$ cat config.mk
export PLATFORM = sky130hd
export DESIGN_NAME = fat_tree_ecmp_next_hop
export DESIGN_NICKNAME = d
export VERILOG_FILES = /design/src/sv/fte_pkg.sv /design/src/sv/fat_tree_ecmp_next_hop.sv /design/src/sv/fte_div.sv
export SDC_FILE = /design/constraint.sdc
export NUM_CORES = 1
export LEC_CHECK = 0
export BUFFER_PORTS_ARGS = -buffer_cell sky130_fd_sc_hd__buf_2
export CORE_AREA = 5 5 143 248
export DETAILED_ROUTE_END_ITERATION = 12
export DIE_AREA = 0 0 148 253
export PLACE_DENSITY = 0.94
export SLEW_MARGIN = 0
export SYNTH_ARGS = -nofsm -noshare
export SYNTH_HDL_FRONTEND = slang
export SYNTH_HIERARCHICAL = 1
export SYNTH_SLANG_ARGS = --single-unit
$ cat constraint.sdc
create_clock -name clk -period 28.7 [get_ports clk]
set_clock_uncertainty 0.2 [all_clocks]
set_input_delay 4.305 -clock clk [delete_from_list [all_inputs] [get_ports clk]]
set_output_delay 4.305 -clock clk [all_outputs]
set_load 0.1 [all_outputs]
$ cat src/sv/fte_pkg.sv
package fte_pkg;

  // Field and register widths
  localparam int ADDR_W     = 32;
  localparam int TCP_PORT_W = 16;
  localparam int ING_W      = 6;
  localparam int HOP_W      = 8;
  localparam int ARITY_W    = 7;
  localparam int NODE_W     = 17;
  localparam int SPRAY_W    = 1;
  localparam int EGRESS_W   = 6;
  localparam int CFG_DATA_W = 17;
  localparam int CFG_IDX_W  = 2;

  // Derived datapath widths (k is at most 127)
  localparam int HALF_W   = ARITY_W - 1;   // k/2
  localparam int SQ_W     = 2 * ARITY_W;   // k*k
  localparam int CUBE_W   = 21;            // k*k*k, 127^3 < 2^21
  localparam int TIER_W   = 20;            // k^3/4 + k^2 < 2^20
  localparam int HASH_W   = 16;

  // Shared divider
  localparam int DVND_W    = 32;
  localparam int DVSR_W    = SQ_W - 2;     // k*k/4
  localparam int DIV_BITS  = 4;
  localparam int DIV_STEPS = DVND_W / DIV_BITS;

  // Configuration register indexes
  localparam logic [CFG_IDX_W-1:0] CFG_TREE_ARITY  = 2'd0;
  localparam logic [CFG_IDX_W-1:0] CFG_NODE_NUMBER = 2'd1;
  localparam logic [CFG_IDX_W-1:0] CFG_SPRAY_MODE  = 2'd2;

  localparam logic [ARITY_W-1:0] ARITY_RESET = 7'd4;
  localparam logic [HASH_W-1:0]  LFSR_TAPS   = 16'hB400;
  localparam logic [HASH_W-1:0]  LFSR_SEED   = 16'h0001;
  localparam logic [HOP_W-1:0]   HOP_MAX     = 8'hFF;
  localparam logic [HOP_W-1:0]   HOP_DOWN    = 8'd2;
  localparam logic [DVND_W-1:0]  EGRESS_MAX  = 32'd63;

  typedef struct packed {
    logic start;
  } div_ctl_t;

  typedef struct packed {
    logic busy;
    logic done;
  } div_sts_t;

  typedef enum logic [2:0] {
    ST_IDLE,
    ST_MUL_SQ,
    ST_MUL_CUBE,
    ST_PLAN,
    ST_DIV,
    ST_FINISH
  } seq_state_t;

  typedef enum logic [1:0] {
    RT_EDGE,
    RT_AGG,
    RT_CORE,
    RT_UP
  } route_t;

endpackage

$ cat src/sv/fat_tree_ecmp_next_hop.sv
// Channel  | Direction | Handshake          | Payload
// ---------+-----------+--------------------+---------------------------------------------
// in_      | request   | in_valid/in_stall  | addresses, TCP ports, ingress port, hops
// out_     | result    | out_valid/out_stall| deliver_local, egress_port, range flag, hops
// cfg_     | write     | cfg_we             | cfg_index selects arity, node number, spray
//
// One request at a time: from accept to the result register it passes the square and
// cube multiply states, a planning state, 8 steps of the shared divider (4 quotient bits
// per step) and a finish state; the next request is taken only back in the idle state.
// Aggregation tier: a second division. Local delivery skips the divider.
// Reset (synchronous, rst_n low) restores the register defaults and seeds the LFSR.
// A result waits in the output register while the next request is taken; hold the
// sequencer only when a new result finds that register still stalled.
module fat_tree_ecmp_next_hop import fte_pkg::*; #(
  parameter int MAX_ARITY = 64
) (
  input  logic                  clk,
  input  logic                  rst_n,
  input  logic                  in_valid,
  output logic                  in_stall,
  input  logic [ADDR_W-1:0]     in_source_address,
  input  logic [ADDR_W-1:0]     in_dest_address,
  input  logic [TCP_PORT_W-1:0] in_source_port,
  input  logic [TCP_PORT_W-1:0] in_dest_port,
  input  logic [ING_W-1:0]      in_ingress_port,
  input  logic [HOP_W-1:0]      in_hop_count,
  output logic                  out_valid,
  input  logic                  out_stall,
  output logic                  out_deliver_local,
  output logic [EGRESS_W-1:0]   out_egress_port,
  output logic                  out_port_out_of_range,
  output logic [HOP_W-1:0]      out_hop_count_next,
  input  logic                  cfg_we,
  input  logic [CFG_IDX_W-1:0]  cfg_index,
  input  logic [CFG_DATA_W-1:0] cfg_data
);

  // Configuration registers
  logic [ARITY_W-1:0] tree_arity_r;
  logic [NODE_W-1:0]  node_number_r;
  logic               spray_mode_r;

  always_ff @(posedge clk) begin
    if (!rst_n) begin
      tree_arity_r  <= ARITY_RESET;
      node_number_r <= '0;
      spray_mode_r  <= 1'b0;
    end else if (cfg_we) begin
      case (cfg_index)
        CFG_TREE_ARITY:  tree_arity_r  <= cfg_data[ARITY_W-1:0];
        CFG_NODE_NUMBER: node_number_r <= cfg_data[NODE_W-1:0];
        CFG_SPRAY_MODE:  spray_mode_r  <= cfg_data[SPRAY_W-1:0];
        default: ;
      endcase
    end
  end

  // Effective arity, saturated to MAX_ARITY
  localparam logic [ARITY_W:0] ARITY_CAP = (ARITY_W + 1)'(MAX_ARITY);

  logic [ARITY_W-1:0] k_w;
  logic [HALF_W-1:0]  half_w;

  assign k_w    = ({1'b0, tree_arity_r} > ARITY_CAP) ? ARITY_CAP[ARITY_W-1:0] : tree_arity_r;
  assign half_w = k_w[ARITY_W-1:1];

  // Sequencer and request registers
  seq_state_t state_r, state_nxt;

  logic [ADDR_W-1:0]     src_r;
  logic [ADDR_W-1:0]     dst_r;
  logic [TCP_PORT_W-1:0] sport_r;
  logic [TCP_PORT_W-1:0] dport_r;
  logic [ING_W-1:0]      ing_r;
  logic [HOP_W-1:0]      hop_r;
  logic [SQ_W-1:0]       sq_r;
  logic [CUBE_W-1:0]     cube_r;
  route_t                route_r;
  logic                  pass2_r;
  logic                  local_r;
  logic [DVND_W-1:0]     port_r;
  logic [HASH_W-1:0]     lfsr_r;

  logic                  in_accept;
  logic                  out_load;
  logic                  is_local;
  route_t                route_sel;
  logic [HASH_W-1:0]     fold_w;
  logic [HASH_W-1:0]     lfsr_step;
  logic [HASH_W-1:0]     hash_w;
  logic [TIER_W-1:0]     edge_lim;
  logic [TIER_W-1:0]     agg_lim;
  logic [TIER_W-1:0]     node_ext;
  logic [DVSR_W-1:0]     quarter_sq;

  div_ctl_t              div_ctl;
  div_sts_t              div_sts;
  logic [DVND_W-1:0]     div_dividend;
  logic [DVSR_W-1:0]     div_divisor;
  logic [DVND_W-1:0]     div_quot;
  logic [DVSR_W-1:0]     div_rem;

  assign in_accept  = in_valid && !in_stall;
  assign is_local   = (dst_r == ADDR_W'(node_number_r));
  assign quarter_sq = sq_r[SQ_W-1:2];

  // Flow hash: XOR fold of the header fields
  assign fold_w = src_r[HASH_W-1:0] ^ src_r[ADDR_W-1:HASH_W] ^ sport_r ^ dport_r ^
                  dst_r[HASH_W-1:0] ^ dst_r[ADDR_W-1:HASH_W] ^ HASH_W'(ing_r);

  // Galois LFSR, one step per sprayed up-bound request
  assign lfsr_step = lfsr_r[0] ? ((lfsr_r >> 1) ^ LFSR_TAPS) : (lfsr_r >> 1);
  assign hash_w    = spray_mode_r ? lfsr_step : fold_w;

  // Tier boundaries: servers k^3/4, then edge k^2/2, then aggregation k^2/2
  assign node_ext = TIER_W'(node_number_r);
  assign edge_lim = TIER_W'(cube_r >> 2) + TIER_W'(sq_r >> 1);
  assign agg_lim  = TIER_W'(cube_r >> 2) + TIER_W'(sq_r);

  always_comb begin
    if (hop_r < HOP_DOWN) begin
      route_sel = RT_UP;
    end else if (node_ext < edge_lim) begin
      route_sel = RT_EDGE;
    end else if (node_ext < agg_lim) begin
      route_sel = RT_AGG;
    end else begin
      route_sel = RT_CORE;
    end
  end

  always_ff @(posedge clk) begin
    if (!rst_n) begin
      state_r <= ST_IDLE;
    end else begin
      state_r <= state_nxt;
    end
  end

  // Next state, divider launch and operand selection
  always_comb begin
    state_nxt     = state_r;
    div_ctl.start = 1'b0;
    div_dividend  = dst_r;
    div_divisor   = quarter_sq;
    in_stall      = (state_r != ST_IDLE);
    out_load      = 1'b0;
    case (state_r)
      ST_IDLE: begin
        if (in_valid) begin
          state_nxt = ST_MUL_SQ;
        end
      end
      ST_MUL_SQ: begin
        state_nxt = ST_MUL_CUBE;
      end
      ST_MUL_CUBE: begin
        state_nxt = ST_PLAN;
      end
      ST_PLAN: begin
        if (is_local) begin
          state_nxt = ST_FINISH;
        end else begin
          div_ctl.start = 1'b1;
          state_nxt     = ST_DIV;
          if (route_sel == RT_UP) begin
            div_dividend = DVND_W'(hash_w);
          end
          if (route_sel == RT_UP || route_sel == RT_EDGE) begin
            div_divisor = DVSR_W'(half_w);
          end
        end
      end
      ST_DIV: begin
        if (div_sts.done) begin
          if (route_r == RT_AGG && !pass2_r) begin
            // Second pass: remainder by k^2/4, then divide by k/2
            div_ctl.start = 1'b1;
            div_dividend  = DVND_W'(div_rem);
            div_divisor   = DVSR_W'(half_w);
          end else begin
            state_nxt = ST_FINISH;
          end
        end
      end
      ST_FINISH: begin
        if (!out_valid || !out_stall) begin
          out_load  = 1'b1;
          state_nxt = ST_IDLE;
        end
      end
      default: begin
        state_nxt = ST_IDLE;
      end
    endcase
  end

  fte_div u_div (
    .clk       (clk),
    .rst_n     (rst_n),
    .ctl       (div_ctl),
    .dividend  (div_dividend),
    .divisor   (div_divisor),
    .sts       (div_sts),
    .quotient  (div_quot),
    .remainder (div_rem)
  );

  // Datapath registers
  always_ff @(posedge clk) begin
    case (state_r)
      ST_IDLE: begin
        if (in_accept) begin
          src_r   <= in_source_address;
          dst_r   <= in_dest_address;
          sport_r <= in_source_port;
          dport_r <= in_dest_port;
          ing_r   <= in_ingress_port;
          hop_r   <= in_hop_count;
        end
      end
      ST_MUL_SQ: begin
        sq_r <= SQ_W'(k_w) * SQ_W'(k_w);
      end
      ST_MUL_CUBE: begin
        cube_r <= CUBE_W'(sq_r) * CUBE_W'(k_w);
      end
      ST_PLAN: begin
        local_r <= is_local;
        route_r <= route_sel;
        pass2_r <= 1'b0;
        if (is_local) begin
          port_r <= '0;
        end
      end
      ST_DIV: begin
        if (div_sts.done) begin
          if (route_r == RT_AGG && !pass2_r) begin
            pass2_r <= 1'b1;
          end else begin
            case (route_r)
              RT_EDGE: port_r <= DVND_W'(div_rem);
              RT_UP:   port_r <= DVND_W'(div_rem) + DVND_W'(half_w);
              default: port_r <= div_quot;
            endcase
          end
        end
      end
      default: ;
    endcase
  end

  // Spray LFSR: advance only for a forwarded, up-bound request in spray mode
  always_ff @(posedge clk) begin
    if (!rst_n) begin
      lfsr_r <= LFSR_SEED;
    end else if (state_r == ST_PLAN && !is_local && route_sel == RT_UP && spray_mode_r) begin
      lfsr_r <= lfsr_step;
    end
  end

  // Output register
  logic                out_valid_r;
  logic                deliver_r;
  logic [EGRESS_W-1:0] egress_r;
  logic                range_r;
  logic [HOP_W-1:0]    hop_next_r;

  always_ff @(posedge clk) begin
    if (!rst_n) begin
      out_valid_r <= 1'b0;
    end else if (out_load) begin
      out_valid_r <= 1'b1;
    end else if (!out_stall) begin
      out_valid_r <= 1'b0;
    end
  end

  always_ff @(posedge clk) begin
    if (out_load) begin
      deliver_r <= local_r;
      egress_r  <= port_r[EGRESS_W-1:0];
      range_r   <= !local_r && ((port_r >= DVND_W'(k_w)) || (port_r > EGRESS_MAX));
      if (local_r || hop_r == HOP_MAX) begin
        hop_next_r <= hop_r;
      end else begin
        hop_next_r <= hop_r + 1'b1;
      end
    end
  end

  assign out_valid             = out_valid_r;
  assign out_deliver_local     = deliver_r;
  assign out_egress_port       = egress_r;
  assign out_port_out_of_range = range_r;
  assign out_hop_count_next    = hop_next_r;

endmodule

$ cat src/sv/fte_div.sv
module fte_div import fte_pkg::*; (
  input  logic              clk,
  input  logic              rst_n,
  input  div_ctl_t          ctl,
  input  logic [DVND_W-1:0] dividend,
  input  logic [DVSR_W-1:0] divisor,
  output div_sts_t          sts,
  output logic [DVND_W-1:0] quotient,
  output logic [DVSR_W-1:0] remainder
);

  localparam int CNT_W = $clog2(DIV_STEPS);

  logic              busy_r;
  logic              done_r;
  logic [CNT_W-1:0]  cnt_r;
  logic [DVND_W-1:0] quo_r;
  logic [DVND_W-1:0] quo_nxt;
  logic [DVSR_W-1:0] rem_r;
  logic [DVSR_W-1:0] rem_nxt;
  logic [DVSR_W-1:0] dvsr_r;
  logic              zero_r;

  // Restoring division, DIV_BITS quotient bits per cycle
  always_comb begin
    logic [DVSR_W:0]   r;
    logic [DVND_W-1:0] q;
    r = {1'b0, rem_r};
    q = quo_r;
    for (int i = 0; i < DIV_BITS; i++) begin
      r = {r[DVSR_W-1:0], q[DVND_W-1]};
      q = {q[DVND_W-2:0], 1'b0};
      if (r >= {1'b0, dvsr_r}) begin
        r    = r - {1'b0, dvsr_r};
        q[0] = 1'b1;
      end
    end
    rem_nxt = r[DVSR_W-1:0];
    quo_nxt = q;
  end

  always_ff @(posedge clk) begin
    if (!rst_n) begin
      busy_r <= 1'b0;
      done_r <= 1'b0;
      cnt_r  <= '0;
    end else begin
      done_r <= 1'b0;
      if (ctl.start) begin
        busy_r <= 1'b1;
        cnt_r  <= '0;
      end else if (busy_r) begin
        cnt_r <= cnt_r + 1'b1;
        if (cnt_r == CNT_W'(DIV_STEPS - 1)) begin
          busy_r <= 1'b0;
          done_r <= 1'b1;
        end
      end
    end
  end

  always_ff @(posedge clk) begin
    if (ctl.start) begin
      quo_r  <= dividend;
      rem_r  <= '0;
      dvsr_r <= divisor;
      zero_r <= (divisor == '0);
    end else if (busy_r) begin
      quo_r <= quo_nxt;
      rem_r <= rem_nxt;
    end
  end

  // A zero divisor gives zero for both results
  assign quotient  = zero_r ? '0 : quo_r;
  assign remainder = zero_r ? '0 : rem_r;
  assign sts.busy  = busy_r;
  assign sts.done  = done_r;

endmodule

**Word-level counts from Yosys, hierarchy flattened**

Cells that the tools add are included.

- $add $sub $neg: 9
- $mul: 2
- Magnitude comparators: 10
- Equality and inequality tests: 20
- Mux-type cells: 55
- Bitwise operators: 9
- Reductions and logical operators: 33

Operators by type and width:

| cell | count |
|---|---|
| $mux W32 | 10 |
| $pmux W32 S2 | 3 |
| $mux W12 | 9 |
| $xor A16 B16 Y16 | 5 |
| $ge A13 B12 Y1 | 4 |
| $sub A12 B12 Y12 | 4 |
| $lt A17 B20 Y1 | 2 |
| $eq A32 B17 Y1 | 1 |
| $ge A32 B7 Y1 | 1 |
| $gt A32 B6 Y1 const B | 1 |
| $mux W16 | 2 |
| $pmux W12 S2 | 1 |
| $mul A14 B7 Y21 | 1 |
| $add A19 B13 Y20 | 1 |
| $add A19 B14 Y20 | 1 |
| $mux W1 | 18 |
| $pmux W3 S6 | 1 |
| $xor A16 B6 Y16 | 1 |
| $mul A7 B7 Y14 | 1 |
| $add A12 B6 Y13 | 1 |
| $logic_not A12 Y1 | 1 |
| $mux W3 | 4 |
| $ne A2 B2 Y1 const B | 5 |
| $eq A3 B3 Y1 const B | 3 |
| 28 further kinds | 57 |

- Flip-flop bits (word level): 304
- Logic and storage cells: 167

**Depth between registers and ports, before layout**

Gate-level depths: netlist (run 1).

- Depth in word-level cells: 11
- Gate-level depth with buffers: 41
- Depth with buffers taken out: 37

**Modules after synthesis**

Netlist (run 1), hierarchy kept.

By module, submodules not included:

| module | times used | cells each | area each (µm²) |
|---|---|---|---|
| fat_tree_ecmp_next_hop | 1 | 1,523 | 16,283.1 |
| fte_div | 1 | 565 | 5,595.4 |

**Least setup slack after synthesis (run 1)**

Ideal clock, no wire load.

- Path kind: input-to-reg
- From: input in_valid
- To: register dport_r[0], enable pin
- Library setup time: 579 ps
- Arrival: 8,880 ps
- Slack: 19,041 ps
- Stages on the path: 2
- Buffers on the path: 0
- Cell sequence: inv_1 -> nor2_1

- Longest elaborated chain between the ends: 2

Ends and longest elaborated chain:

| what | line | source |
|---|---|---|
| start, declared | fat_tree_ecmp_next_hop.sv:19 | `input logic in_valid,` |
| $logic_and A1 B1 Y1 | fat_tree_ecmp_next_hop.sv:103 | `assign in_accept = in_valid && !in_stall;` |
| $reduce_and A2 Y1 (no source line) | - |  |
| end signal, assigned | fat_tree_ecmp_next_hop.sv:217 | `dport_r <= in_dest_port;` |
| end, declared | fat_tree_ecmp_next_hop.sv:73 | `logic [TCP_PORT_W-1:0] dport_r;` |

Every way passes these cells.
A chain may end at the register's enable or synchronous reset.

**Final worst setup path (run 1)**

- From: register u_div.dvsr_r[1]
- To: register u_div.rem_r[0]

- Longest elaborated chain between the ends: 8

Ends and longest elaborated chain:

| what | line | source |
|---|---|---|
| start, declared | fte_div.sv:21 | `logic [DVSR_W-1:0] dvsr_r;` |
| start signal, assigned | fte_div.sv:66 | `dvsr_r <= divisor;` |
| $sub A12 B12 Y12 / $ge A13 B12 Y1 (equally long branches) | fte_div.sv:34, fte_div.sv:33 |  |
| $mux W12 | fte_div.sv:33 | `if (r >= {1'b0, dvsr_r}) begin` |
| $sub A12 B12 Y12 / $ge A13 B12 Y1 (equally long branches) | fte_div.sv:34, fte_div.sv:33 |  |
| $mux W12 | fte_div.sv:33 |  |
| $sub A12 B12 Y12 / $ge A13 B12 Y1 (equally long branches) | fte_div.sv:34, fte_div.sv:33 |  |
| $mux W12 | fte_div.sv:33 |  |
| $ge A13 B12 Y1 (*) | fte_div.sv:33 |  |
| $mux W12 (*) | fte_div.sv:33 |  |
| end signal, assigned | fte_div.sv:70 | `rem_r <= rem_nxt;` |
| end, declared | fte_div.sv:19 | `logic [DVSR_W-1:0] rem_r;` |

Mark *: on every way between the ends. The rest lies on a longest branch, timed or not.

==> results.cfg, run 1 <==
[worst_setup_path]
crit_cells = 34
cp.required_ns = 28.99
arrival_ns = 11.74
worstSetupPathType = flip-flop to flip-flop
endpoint_kind = flip-flop
reg2reg_depth = 34
crit_path_max_fanout = 25
worst-path-buf-inv = 1
worst_path_max_delay_cell = a21o_1
crit_path_start_kind = flip-flop
critPathMaxStageDelay_ns = 0.64
cp_top_family = compound AO/OA/AOI/OAI gates
cp_common_cell = ha_1

[cts]
hold_buffers = 0
cts_tree = built
clk_root_buffer_cell = clkbuf_16
cts_resized = 0
clkTransAtPathRegs_ns = 0.07
clock_latency_ns = 0.58
htree_levels = 1
post_cts_buffers = 0
cts_sinks = 301
cts_buffers = 29
clockBufferDepth = 3

[route]
routed_wirelength_um = 61420
wl_per_cell_um = 23.08
drt_iter0_markers = 1698
drc = 0
vias = 17570
firstDrtPassIters = 9
ant_nets = 0
vias_per_cell = 6.603

[floorplanning]
start_util_pct = 65.69
core_area_um2 = 33300
die-area_um2 = 37440
die_h_um = 253
die_w_um = 148
rows = 89
ios = 152

[placed_design]
hpwl_um = 45330
portBuffers = 151
gp_congestion = 0.9663
place_ws_ns = 17.39

[timing]
period_minus_slack_ns = 11.44
tns_ns = 0
period_share_pct = 39.87
setup_viol = 0
tightest_slew_ns = 1.294
hold_violations = 0
max_freq_mhz = 87.40
slew_headroom_pct = 13.39
slew_violations = 0
fin_ws_ns = 17.26
rsz0062_at_grt = no

[hold_path]
hold_path.class = flip-flop to flip-flop
hold_depth = 2

[layout]
drive_above_1_share_pct = 13.36
area_growth_pct = 9.359
fill_cells = 2123
fin_nets = 2620

[power]
leakage_uw = 0.01007
power.density_nw_per_um2 = 125.8
irDropWorstVdd_uv = 196.5

[grt]
grt_pass1_vias = 18390
track_usage_pct = 32.52
antenna_found_initial = 4
overflow = 0
grt_pass1_wl_um = 96030
grt_max_degree = 79

[yosys]
synth_warnings = 6
avgSynthCellArea_um2 = 10.48
syn_inst = 2087
synth_area_um2 = 21870

[run]
drv_cap = 0

[run_status]
outcome = complete, no violations
[final cells by class]
cell class	instances	area [um^2]	area share (%)
timing repair buffer	164	853.3	3.568
inverter	141	529.3	2.213
sequential	301	8418	35.20
clock inverter	14	108.9	0.4551
clock buffer	40	818.3	3.421
multi-input combinational	1585	12660	52.93
tap	409	511.7	2.140
antenna	7	17.52	0.07324
[registers in the layout (all words and copies together) (netlist names), 8 cells and up]
register and cells:
lfsr_r 16, sport_r 16, port_r 32, u_div/quo_r 32, out_hop_count_next 8, u_div/rem_r 12
cube_r 19, sq_r 13, u_div/dvsr_r 12, dst_r 32, src_r 32, node_number_r 17
hop_r 8, dport_r 16
[layer usage]
layer  wire (um)  GRT usage, %  vias to the layer above
met5           0             0                        -
met2       31580         58.48                     1109
met1       19430         33.81                     8390
met3        4794         5.228                      387
li1            -             -                     7685
met4        5609         23.99                        0
[where the power goes]
| part | total [uW] | switching [uW] | leakage, uW | internal (uW) |
|---|---|---|---|---|
| combinational | 2030 | 1190 | 0.00695 | 846 |
| sequential | 595 | 56.4 | 0.00266 | 539 |
| clock | 383 | 173 | 0.000455 | 209 |
[per-stage QoR]
| stage | power (uW) | hold WS (ns) | util [%] | instance area (um^2) | cells |
|---|---|---|---|---|---|
| finish | 3009 | 0.2819 | 71.84 | 23920 | 2661 |
| global placement | 2533 | 0.2642 | 69.00 | 22970 | 2600 |
| global route | 3185 | 0.3077 | 71.81 | 23910 | 2658 |
| CTS | 2971 | 0.2823 | 71.78 | 23900 | 2654 |
| detailed placement | 2577 | 0.2707 | 69.00 | 22970 | 2600 |
| floorplan | 2171 | 0.2264 | - | 21920 | 2100 |
[path summary, 6_finish.rpt]
check / start / to / slack [ns]
max: u_div/dvsr_r[1] / u_div/rem_r[0] / 17.26
min: lfsr_r[9] / lfsr_r[8] / 0.28
max reg2reg: u_div/dvsr_r[1] / u_div/rem_r[0] / 17.26
min reg2reg: lfsr_r[9] / lfsr_r[8] / 0.28
[cells in the final DEF (no fill, tap or decap), drive strengths merged, types with 7 or more instances in the layout]
cell,count
edfxtp,239
ha,184
nand2,166
buf,164
inv,143
xnor2,142
nor2,120
a21oi,100
and2,87
fa,80
nor2b,70
dfxtp,62
xor2,61
o21ai,61
mux2,59
and3,54
clkbuf,40
a21o,37
nand3,32
a21boi,32
nor3,21
nor4,21
o21a,20
a221o,16
o211ai,16
a31oi,15
nand2b,15
conb,15
o21bai,14
mux2i,14
nand4,13
a211oi,12
a311oi,11
clkinv,11
or2,10
nor3b,9
diode,7
[worst min-delay path, delay by kind of cell (launching register included)]
kind,cells,cell delay (ns)
AO/OA/AOI/OAI,1,0.06
flip-flops,1,0.32
AND/OR/NAND/NOR,1,0.05
Power figures use the tool's default switching activity.
==> inputs of run 2 (changes only) <==
CORE_AREA = 5 5 149 257   (was 5 5 143 248)
DIE_AREA = 0 0 154 262   (was 0 0 148 253)
PLACE_DENSITY = 0.88   (was 0.94)
clock period = 11.31 ns   (was 28.7 ns; I/O delays follow)
==> run 2 against run 1 <==
- die area increased by 7.8%
- wire length down 4.5%
- total power grew to 2.5 times the previous value
- global-route usage shrank 3.7 points
- sequential cell count unchanged
- critical path depth rose by 1
- highest routed layer unchanged
- core utilization fell by 5.0 points
- cell area rose by 0.36%
- largest power group unchanged
==> results.cfg, run 2 (synthesis gave the netlist of run 1 again) <==
[run_status]
outcome = complete, no violations

[worst_setup_path]
cp_top_family = compound AO/OA/AOI/OAI gates
critPathMaxStageDelay_ns = 0.47
worst-path-buf-inv = 2
cp.required_ns = 11.58
crit_path_start_kind = flip-flop
arrival_ns = 10.51
endpoint_kind = flip-flop
r2r_slack_ns = 1.07
cp_common_cell = ha_1
reg2reg_depth = 35
crit_path_max_fanout = 12
r2r-end = u_div/rem_r[0]
worstSetupPathType = flip-flop to flip-flop
worstReg2RegStart = u_div/dvsr_r[1]
worst_path_max_delay_cell = mux2_1

[layout]
fin_nets = 2625
area_growth_pct = 9.748
final_common_cell = edfxtp_1
drive_above_1_share_pct = 13.66
layoutNonFillerInstCount = 2719
finalCoreUtilization_pct = 66.83
layout_common_cells = edfxtp_1 (239), ha_1 (184), nand2_1 (165), buf_2 (151), xnor2_1 (142)

[cts]
post_cts_buffers = 0
cts_resized = 0
hold_buffers = 0
cts_sinks = 301
cts_tree = built
clockBufferDepth = 3
clk_root_buffer_cell = clkbuf_16
clock_latency_ns = 0.59
htree_levels = 1
cts_buffers = 28
clkTransAtPathRegs_ns = 0.07

[grt]
grt_util_met1_pct = 30.50
use_met2_pct = 55.20
antenna_found_initial = 2
track_usage_pct = 28.79
overflow = 0
grt_pass1_vias = 17210
grt_pass1_wl_um = 91860
grt_max_degree = 94
grt_util_met3_pct = 3.757
grt-busiest-layer = met2

[route]
vias_per_cell = 6.134
drt_iter0_markers = 1384
routed_wirelength_um = 58640
drc = 0
ant_nets = 0
vias = 16680
wl_per_cell_um = 21.57
firstDrtPassIters = 5

[floorplanning]
die-area_um2 = 40350
die_h_um = 262
die_w_um = 154
rows = 92
ios = 152
core_area_um2 = 35910
start_util_pct = 60.90

[run]
drv_cap = 0

[hold_path]
hp-start = port_r[0]
hold_path.class = flip-flop to flip-flop
whs_endpoint = out_egress_port[0]
hold_depth = 0

[timing]
rsz0062_at_grt = no
tightest_slew_ns = 1.219
hold_violations = 0
slew_violations = 0
hold_slack_ns = 0.2677
period_minus_slack_ns = 10.24
tns_ns = 0
slew_headroom_pct = 18.43
setup_viol = 0
period_share_pct = 90.56
max_freq_mhz = 97.64

[power]
irDropWorstVdd_uv = 648.5
power.density_nw_per_um2 = 319.5
leakage_uw = 0.01006

[placed_design]
portBuffers = 151
hpwl_um = 45630
gp_congestion = 0.9964
dpl.cell_count = 2667
## run 2: per-layer routing
| layer | vias up | share of wire (%) |
|---|---|---|
| met4 | 0 | 6.1 |
| met3 | 221 | 6.2 |
| met5 | - | 0 |
| li1 | 7691 | - |
| met1 | 8021 | 34 |
| met2 | 745 | 54 |
## run 2: layout make-up
cell class,count,area [um^2]
Antenna cell,2,5.005
Clock buffer,34,733.2
Clock inverter,16,166.4
Fill cell,2640,11910
Inverter,141,529.3
Multi-Input combinational cell,1585,12660
Sequential cell,301,8418
Tap cell,470,588.1
Timing Repair Buffer,170,898.4
## run 2: worst register-to-register path, delay by kind of cell (launching register included)
family,cells,cell delay [ns]
AO/OA/AOI/OAI,20,5.50
multiplexers,2,0.74
flip-flops,1,0.42
adder cells (fa/ha/maj),4,1.34
AND/OR/NAND/NOR,7,1.40
buffers and inverters,2,0.54
## run 2: worst max-delay path by stage
stage | end | startpoint | depth (start not counted)
global placement | u_div/rem_r[0] | u_div/dvsr_r[1] | 34
CTS | u_div/rem_r[0] | u_div/dvsr_r[1] | 34
finish | u_div/rem_r[0] | u_div/dvsr_r[1] | 35
detailed placement | u_div/rem_r[0] | u_div/dvsr_r[1] | 34
floorplan | u_div/quo_r[0] | u_div/dvsr_r[1] | 39
global route | u_div/rem_r[0] | u_div/dvsr_r[1] | 34
## run 2: report_power, final
group	switching, uW	leakage, uW	internal, uW
Clock	419	0.000423	511
Sequential	141	0.00266	1370
Combinational	3020	0.00698	2210
Total	3580	0.0101	4090
## run 2: through the flow
stage	power [uW]	setup WS [ns]	cell area (um^2)
after floorplan	5509	2.279	21920
after global placement	6630	1.462	23100
after CTS	7641	1.165	24000
after global routing	8208	0.6289	24000
final	7669	1.068	24000
after detailed placement	6685	1.201	23100
